--- config.mk ---
export PLATFORM = sky130hd
export DESIGN_NAME = dns_name_decompressor
export DESIGN_NICKNAME = d
export VERILOG_FILES = /design/src/rtl/dnd_pkg.sv /design/src/rtl/dns_name_decompressor.sv
export VERILOG_INCLUDE_DIRS = /design/src /design/src/rtl
export SDC_FILE = /design/constraint.sdc
export NUM_CORES = 2
export LEC_CHECK = 0
export BUFFER_PORTS_ARGS = -buffer_cell sky130_fd_sc_hd__buf_2
export CORE_MARGIN = 10
export CORE_UTILIZATION = 60
export DETAILED_ROUTE_END_ITERATION = 8
export PLACE_DENSITY_LB_ADDON = 0.3
export SLEW_MARGIN = 5
export SYNTH_ARGS = -nofsm -noshare
export SYNTH_HDL_FRONTEND = slang
export SYNTH_SLANG_ARGS = --single-unit
--- constraint.sdc ---
create_clock -name clk -period 6.4 [get_ports clk]
set_input_delay 0.96 -clock clk [delete_from_list [all_inputs] [get_ports clk]]
set_output_delay 0.96 -clock clk [all_outputs]
set_load 0.005 [all_outputs]
--- src/rtl/assert_macros.svh ---
// assertion macros shared by the rtl files
// no dependencies; every use expects clk and arst_n in scope
`ifndef ASSERT_MACROS_SVH
`define ASSERT_MACROS_SVH

// property checked at every clock edge outside reset
`define CHK(label, prop, msg) \
	label: assert property (@(posedge clk) disable iff (!arst_n) (prop)) \
		else $error(msg);

// condition in one cycle implies a result in the next
`define CHK_NEXT(label, cond, res, msg) \
	label: assert property (@(posedge clk) disable iff (!arst_n) (cond) |=> (res)) \
		else $error(msg);

`endif

--- src/rtl/dnd_pkg.sv ---
// types and constants for the dns name decompressor
// no dependencies
package dnd_pkg;

	localparam int STORE_BYTES_DEF = 512;
	localparam int HOP_LIMIT_DEF   = 16;
	localparam int LABEL_MAX       = 63;
	localparam int NAME_MAX        = 255;
	localparam int PTR_W           = 14;

	localparam logic [7:0] PTR_MASK = 8'h3f;
	localparam logic [7:0] DOT_CHAR = 8'h2e;

	localparam logic CMD_WRITE  = 1'b0;
	localparam logic CMD_DECODE = 1'b1;

	typedef enum logic [2:0] {
		S_IDLE,
		S_LEN,
		S_LEN_D,
		S_CHR,
		S_CHR_D,
		S_LO,
		S_LO_D,
		S_DONE
	} state_t;

	typedef enum logic [1:0] {
		ST_OK,
		ST_HOPS,
		ST_RANGE,
		ST_LONG
	} status_t;

endpackage

--- src/rtl/dns_name_decompressor.sv ---
// dns name decompressor: packet byte store and label / pointer walker
// depends on dnd_pkg and assert_macros.svh
`include "assert_macros.svh"

// Usage
//   Request channel (req_valid / req_stall, cmd, offset, write_byte): cmd write
//   stores one byte at offset; cmd decode walks the name at offset.
//   Response channel (rsp_valid / rsp_stall): one result per eight name
//   characters, then a final result with last set, the bytes consumed at the
//   start location and the status (ok, hop limit, out of store, name too long).
// Fetch unit
//   A single byte-fetch unit (address compare, increment, registered store read)
//   serves the whole walk: every byte fetched is read in a fetch state and used
//   in the matching use state. req_stall is high for the whole decode, so no
//   new request is taken until the decode ends.
// Stalls and reset
//   The response register frees when its transfer completes; while it is held
//   the walker waits before emitting. arst_n clears the sequencer and the
//   response valid; the store itself is not cleared and must be written first.
module dns_name_decompressor
	import dnd_pkg::*;
#(
	parameter int STORE_BYTES = STORE_BYTES_DEF,
	parameter int HOP_LIMIT   = HOP_LIMIT_DEF
) (
	input  logic        clk,
	input  logic        arst_n,
	input  logic        req_valid,
	output logic        req_stall,
	input  logic        cmd,
	input  logic [8:0]  offset,
	input  logic [7:0]  write_byte,
	output logic        rsp_valid,
	input  logic        rsp_stall,
	output logic [63:0] chars,
	output logic [3:0]  char_count,
	output logic        last,
	output logic [8:0]  consumed,
	output logic [1:0]  status
);

	localparam int AW   = $clog2(STORE_BYTES);
	localparam int RP_W = ($clog2(STORE_BYTES + 1) > PTR_W) ? $clog2(STORE_BYTES + 1) : PTR_W;
	localparam int HW   = $clog2(HOP_LIMIT + 1);

	state_t state_q, state_d;
	status_t status_q, status_d;

	logic [7:0] mem [STORE_BYTES];
	logic [7:0] rd_q;

	logic [RP_W-1:0] rp_q;
	logic [RP_W-1:0] off_ext;
	logic [HW-1:0]   hop_q;
	logic [7:0][7:0] pack_q;
	logic [3:0]      fill_q;
	logic [7:0]      name_len_q;
	logic [8:0]      cons_q;
	logic            jumped_q;
	logic            after_label_q;
	logic [5:0]      rem_q;
	logic [5:0]      hi_q;

	logic            rsp_valid_q;
	logic [7:0][7:0] rsp_chars_q;
	logic [3:0]      rsp_count_q;
	logic            rsp_last_q;
	logic [8:0]      rsp_cons_q;
	status_t         rsp_status_q;

	logic req_take, wr_en, fetch_ok, out_free, hops_out;
	logic fetch_st, rd_en, put_req, put_fail, put_wait, put_do, emit_full, done_out;
	logic status_set, len_adv;
	logic [7:0] put_byte;

	assign req_stall = (state_q != S_IDLE);
	assign req_take  = req_valid && !req_stall;
	assign off_ext   = RP_W'(offset);
	assign wr_en     = req_take && (cmd == CMD_WRITE) && (off_ext < RP_W'(STORE_BYTES));
	// shared bounds check for every fetch
	assign fetch_ok  = rp_q < RP_W'(STORE_BYTES);
	assign out_free  = !rsp_valid_q || !rsp_stall;
	assign hops_out  = hop_q >= HW'(HOP_LIMIT);

	// control decode
	always_comb begin
		fetch_st = 1'b0;
		put_req  = 1'b0;
		put_byte = rd_q;
		done_out = 1'b0;
		unique case (state_q)
			S_LEN, S_CHR, S_LO: fetch_st = 1'b1;
			S_LEN_D: begin
				// dot between labels, pointer or not
				put_req  = after_label_q && (rd_q != 8'd0);
				put_byte = DOT_CHAR;
			end
			S_CHR_D: put_req = 1'b1;
			S_DONE: done_out = out_free;
			default: ;
		endcase
		rd_en     = fetch_st && fetch_ok;
		put_fail  = put_req && (name_len_q >= 8'(NAME_MAX));
		put_wait  = put_req && !put_fail && fill_q[3] && !out_free;
		put_do    = put_req && !put_fail && !put_wait;
		emit_full = put_do && fill_q[3];
		len_adv   = (state_q == S_LEN_D) && !put_fail && !put_wait;
		status_set = 1'b1;
		status_d   = ST_OK;
		priority if (fetch_st && !fetch_ok) begin
			status_d = ST_RANGE;
		end else if (put_fail) begin
			status_d = ST_LONG;
		end else if ((state_q == S_LO_D) && hops_out) begin
			status_d = ST_HOPS;
		end else begin
			status_set = 1'b0;
		end
	end

	// next state
	always_comb begin
		state_d = state_q;
		unique case (state_q)
			S_IDLE: begin
				if (req_take && (cmd == CMD_DECODE)) state_d = S_LEN;
			end
			S_LEN: state_d = fetch_ok ? S_LEN_D : S_DONE;
			S_LEN_D: begin
				priority if (put_fail) state_d = S_DONE;
				else if (put_wait) state_d = S_LEN_D;
				else if (rd_q == 8'd0) state_d = S_DONE;
				else if (rd_q <= 8'(LABEL_MAX)) state_d = S_CHR;
				else state_d = S_LO;
			end
			S_CHR: state_d = fetch_ok ? S_CHR_D : S_DONE;
			S_CHR_D: begin
				priority if (put_fail) state_d = S_DONE;
				else if (put_wait) state_d = S_CHR_D;
				else if (rem_q == 6'd1) state_d = S_LEN;
				else state_d = S_CHR;
			end
			S_LO: state_d = fetch_ok ? S_LO_D : S_DONE;
			S_LO_D: state_d = hops_out ? S_DONE : S_LEN;
			S_DONE: begin
				if (out_free) state_d = S_IDLE;
			end
			default: state_d = S_IDLE;
		endcase
	end

	// packet store, one write and one registered read port
	always_ff @(posedge clk) begin
		if (wr_en) mem[off_ext[AW-1:0]] <= write_byte;
		if (rd_en) rd_q <= mem[rp_q[AW-1:0]];
	end

	always_ff @(posedge clk or negedge arst_n) begin
		if (!arst_n) begin
			state_q       <= S_IDLE;
			status_q      <= ST_OK;
			rp_q          <= '0;
			hop_q         <= '0;
			pack_q        <= '0;
			fill_q        <= 4'd0;
			name_len_q    <= 8'd0;
			cons_q        <= 9'd0;
			jumped_q      <= 1'b0;
			after_label_q <= 1'b0;
			rsp_valid_q   <= 1'b0;
		end else begin
			state_q <= state_d;
			if ((state_q == S_IDLE) && req_take && (cmd == CMD_DECODE)) begin
				rp_q          <= off_ext;
				hop_q         <= '0;
				pack_q        <= '0;
				fill_q        <= 4'd0;
				name_len_q    <= 8'd0;
				cons_q        <= 9'd0;
				jumped_q      <= 1'b0;
				after_label_q <= 1'b0;
				status_q      <= ST_OK;
			end
			if (rd_en) begin
				rp_q <= rp_q + RP_W'(1);
				if (!jumped_q) cons_q <= cons_q + 9'd1;
			end
			if (status_set) status_q <= status_d;
			if (put_do) begin
				name_len_q <= name_len_q + 8'd1;
				if (fill_q[3]) begin
					pack_q    <= 64'(put_byte);
					fill_q    <= 4'd1;
				end else begin
					pack_q[fill_q[2:0]] <= put_byte;
					fill_q <= fill_q + 4'd1;
				end
			end
			if (put_do && (state_q == S_CHR_D) && (rem_q == 6'd1)) after_label_q <= 1'b1;
			if ((state_q == S_LO_D) && !hops_out) begin
				// follow the compression pointer
				hop_q         <= hop_q + HW'(1);
				jumped_q      <= 1'b1;
				after_label_q <= 1'b0;
				rp_q          <= RP_W'({hi_q, rd_q});
			end
			if (emit_full || done_out) rsp_valid_q <= 1'b1;
			else if (rsp_valid_q && !rsp_stall) rsp_valid_q <= 1'b0;
		end
	end

	// label counter, pointer high bits and response payload
	always_ff @(posedge clk) begin
		if (len_adv && (rd_q != 8'd0)) begin
			rem_q <= rd_q[5:0];
			hi_q  <= 6'(rd_q & PTR_MASK);
		end else if (put_do && (state_q == S_CHR_D)) begin
			rem_q <= rem_q - 6'd1;
		end
		if (emit_full) begin
			rsp_chars_q  <= pack_q;
			rsp_count_q  <= 4'd8;
			rsp_last_q   <= 1'b0;
			rsp_cons_q   <= 9'd0;
			rsp_status_q <= ST_OK;
		end else if (done_out) begin
			rsp_chars_q  <= pack_q;
			rsp_count_q  <= fill_q;
			rsp_last_q   <= 1'b1;
			rsp_cons_q   <= cons_q;
			rsp_status_q <= status_q;
		end
	end

	assign rsp_valid  = rsp_valid_q;
	assign chars      = rsp_chars_q;
	assign char_count = rsp_count_q;
	assign last       = rsp_last_q;
	assign consumed   = rsp_cons_q;
	assign status     = rsp_status_q;

	`CHK(a_mid_full, rsp_valid && !last |-> char_count == 4'd8 && status == ST_OK, "short mid result")
	`CHK(a_len_cap, name_len_q <= 8'(NAME_MAX), "name length past limit")
	`CHK(a_chr_order, state_q == S_CHR_D |-> $past(state_q) == S_CHR || $past(state_q) == S_CHR_D, "char use without fetch")
	`CHK_NEXT(a_decode_start, req_valid && !req_stall && cmd == CMD_DECODE, state_q == S_LEN, "decode not started")
	`CHK_NEXT(a_done_emit, state_q == S_DONE && out_free, rsp_valid && last, "final result missing")

endmodule

==> metrics.md <==
| Metric | Value |
|---|---|
| CTS tree | done |
| Setup ws final | roughly 1.3 ns |
| Synth Area in Compound Gates | 2.87% |
| Post-Syn Area per Cell | around 21 µm² |
| Total detailed-routing wirelength | about 440,000 µm |
| Switch share | ~31% |
| Clock power frac | between 30% and 40% |
| Number of flops mapped to enable cells by yosys | between 4,000 and 5,000 |
| Post-route DRC | 0 |
| Setup Crit Path Kind | flip-flop to flip-flop |
| Post-synthesis simple-gate area fraction | under 10% |
| Status | completed |
| Worst reg2reg path depth | 11 |
| Inst Count DP | 11,616 |
| Post-synth ARST share | under 10% |
| Post-DRT Antenna Nets | 0 |
| Distinct cell type count after synthesis | roughly 90 |
| Ys flop type | edfxtp_1 |
| Top post-synthesis cells by area | edfxtp_1 (75%), mux4_2 (13%), mux2i_1 (1.7%) |
| Die Ht | 549 µm |
| Clock-pin slew on the worst setup and hold paths | about 0.06 ns |
| Share of layout cells above drive strength 1 | a little over a fifth |
| PortBufs | 103 |
| Clk root buf | clkbuf_16 |
| CP required | roughly 7 ns |
| DR vias/cell | around 6.9 |
| First-pass GRT wire length | 627,000 µm |
| Vias in the first global route | 85,529 |
| Worst Setup End Kind | flip-flop |
| Die width | roughly 550 µm |
| Adder-cell share of the synthesized area | 0.0596% |
| Combinational group share of total power | 27.4% |
| Final hold viol count | 0 |
| H-tree depth | 5 |
| Main combinational cell family by area after synthesis | multiplexers |
| Mapped Area | 0.168 mm² |
| Synthesis-stage register bit count | approximately 4,300 |
| Clk_skew | 0.0892 ns |
| Post-synthesis mux area share | 15.5% |
| Post-Layout Cell Count | between 10,000 and 15,000 |
| Cts hold-fix bufs | 0 |
| Cells after Synth | roughly 8,100 |
| Pre-antenna DRT Iters | 9 |
| Cell taking the most area after synthesis | edfxtp_1 |
| Largest net degree at the start of global routing | 205 |
| Final-report max-slew violation count | 0 |
| Sw power | roughly 24 mW |
| Post CTS Setup Buffer Count | 0 |
| Static Leak | ~58 nW |
| Max-cap violations | 0 |
| Power, Total | between 70 and 80 mW |
| Pwr per Cell Area | between 400 and 500 mW/mm² |
| Setup TNS | 0 ns |
| Sink Count | about 4,300 |
| CTS max path bufs | 4 |
| Num rows | 194 |
| Sequential share of the synthesized area | about three quarters |
| Power share of the sequential group | a little over two fifths |
| Minimum clock period | about 5.1 ns |
| Cts repair resizes | 0 |
| Maximum vdd drop | approximately 0.00054 V |
| Final nets | between 8,000 and 9,000 |
| R2R setup slack | 1.27 ns |
| Io pins | approximately 100 |
| RSZ-0062 raised after global routing | false |
| HPWL after detailed placement | 254,000 µm |
| Syn. warnings | 0 |
| Int Pwr | between 50 and 60 mW |
| Period Utilization, post-route | 80.2% |
| TritonCTS Buffers | slightly above 400 |
| Reg2reg start | rp_q[1] |
| DP Area | about 0.17 mm² |
| HP Class | input port to async pin |
| Vias | approximately 86,000 |
| Post-synthesis xor/xnor area fraction | less than 1% |
| CP Data Arrival Time | 5.94 ns |
| 1st-iter DRT viols | 13,693 |
| Yosys top cell area share | between 70% and 80% |
| Post-route cell area | around 0.18 mm² |
| Core footprint | 0.279 mm² |
| Initial core utilization | about three fifths |
| GRT overflow | 0 |
| Max Fclk | 0.195 GHz |
| Slew headroom | approximately 6.3% |
| Gpl congestion | 0.889 |
| Antenna violations before repair | 32 |
| Routed len/inst | between 30 and 40 µm |
| Worst-skew pair later-pin latency | between 0.9 and 1 ns |
| Setup WS pre-CTS | between 1 and 1.5 ns |
| Gr usage total | 28.7% |
| Post-Syn Nets | between 8,000 and 9,000 |
| Slew @ Worst Pin | ~1.4 ns |
| Setup-failing EPs final | 0 |
| Worst-path maximum fanout | 38 |
| R2R Path End | rd_q[7] |
| Die area | between 0.3 and 0.4 mm² |
| Startpoint types | flip-flop |
| Area grow syn2layout | 10.2% |
-- power by group through the flow --
stage / logic [mW] / registers [mW] / clock network (mW)
6_report: 21.1 / 32.4 / 23.4
5_1_grt: 21.8 / 32.4 / 24.6
4_1_cts: 20.8 / 32.3 / 23.5
3_5_place_dp: 20.7 / 32.9 / 0
3_3_place_gp: 20.4 / 32.9 / 0
2_1_floorplan: 13.8 / 32.3 / 0
-- routing by layer --
layer	track usage (%)	vias to the layer above	routed length [µm]
li1	-	33954	-
met2	43.5	6398	203000
met5	0	-	191
met1	40.1	44424	154000
met3	7.95	1081	59100
met4	12.0	26	20800
-- synthesized netlist by cell type, types with 4 or more instances --
cell type,instances
mux2i_1,283
buf_4,53
nand2_1,293
xnor2_1,5
mux4_1,50
nand2b_1,5
a22o_1,7
a2111oi_0,8
buf_2,126
clkbuf_1,220
o211ai_1,24
edfxtp_1,4180
nor2_1,735
ha_1,8
o21ai_0,125
or3_1,7
mux2_2,8
nand3_1,71
inv_1,14
o221ai_1,45
a21oi_1,145
buf_8,23
o22ai_1,54
a221oi_1,42
nand3b_1,4
buf_1,24
buf_6,47
o31ai_1,4
mux4_2,966
o32a_1,5
dfrtp_1,112
buf_12,10
a211oi_1,46
a31oi_1,76
a22oi_1,81
a311oi_1,14
dfxtp_1,16
and2_1,18
nor4_1,6
nor2b_1,10
xor2_1,7
and3_1,23
nor3b_1,7
nand4_1,12
nor3_1,24
-- cell usage in the layout, fill, tap and decap left out, types with 12 or more instances in the layout --
cell type and count:
a211oi_1 46, a21oi_1 145, a221oi_1 42, a22oi_1 81
a311oi_1 14, a31oi_1 76, and2_1 16, and3_1 22
buf_12 39, buf_2 94, buf_4 142, bufinv_16 28
clkbuf_1 91, clkbuf_16 415, clkbuf_8 12, clkinv_1 76
clkinv_2 76, clkinvlp_4 15, dfrtp_1 104, dfxtp_1 16
diode_2 19, edfxtp_1 4180, mux2i_1 283, mux4_1 50
mux4_2 966, nand2_1 277, nand2_4 12, nand3_1 66
nand4_1 12, nor2_1 730, nor3_1 23, o211ai_1 24
o21ai_0 125, o221ai_1 45, o22ai_1 54
-- critical path, stage by stage (launching register included) --
cell,delay (ns)
dfrtp_4,0.92
buf_4,0.66
buf_4,0.49
mux4_2,0.30
mux2i_1,0.08
o21ai_0,0.39
nor3_1,0.19
nor3_1,0.35
nor2_1,0.14
a2111oi_1,0.94
buf_4,0.30
o32a_1,0.16
-- kinds of logic (layout without fill, tap and decap cells) --
kind of cell / after synthesis / after routing
flops: 4308 / 4308
buf+inv: 528 / 1033
fa+ha+maj: 8 / 8
other cells: 0 / 19
xor+xnor: 12 / 12
compound gates: 723 / 723
mux: 1307 / 1307
simple gates: 1234 / 1234
-- stage by stage --
| step | util (%) | hold slack, ns |
|---|---|---|
| 6_report | 66.3 | 0.124 |
| 5_1_grt | 66.3 | 0.157 |
| 2_1_floorplan | - | 0.415 |
| 4_1_cts | 66.3 | 0.0998 |
| 3_3_place_gp | 61.7 | 0.431 |
| 3_5_place_dp | 61.7 | 0.431 |
-- flip-flops by register name, summed over array words and instances (netlist names), 2 cells and up --
name,flops
status,2
rd_q,8
name_len_q,8
rp_q,14
consumed,9
hop_q,5
status_q,2
char_count,4
chars,64
hi_q,6
pack_q,64
state_q,3
fill_q,4
rem_q,6
cons_q,9
mem,4096
-- worst max path at each step --
stage / endpoint / slack (ns) / from
2_1_floorplan: chars[0] / 2.88 / rsp_stall
3_3_place_gp: mem[484][2] / 1.55 / state_q[1]
3_5_place_dp: mem[420][3] / 1.44 / req_valid
4_1_cts: mem[484][0] / 1.52 / state_q[1]
5_1_grt: mem[20][4] / 1.29 / state_q[1]
6_report: rd_q[7] / 1.27 / rp_q[1]
-- area by class of cell --
class	instances	area (µm²)
flip-flops and latches	4308	129000
fillers	17017	93900
multi-input cells	3284	36300
inverters	17	78.8
clock buffers	518	10900
well taps	3724	4660
diodes	19	47.5
clock inverters	215	1850
repair buffers	283	2440
Note: power is estimated with default switching activity, not from simulation.
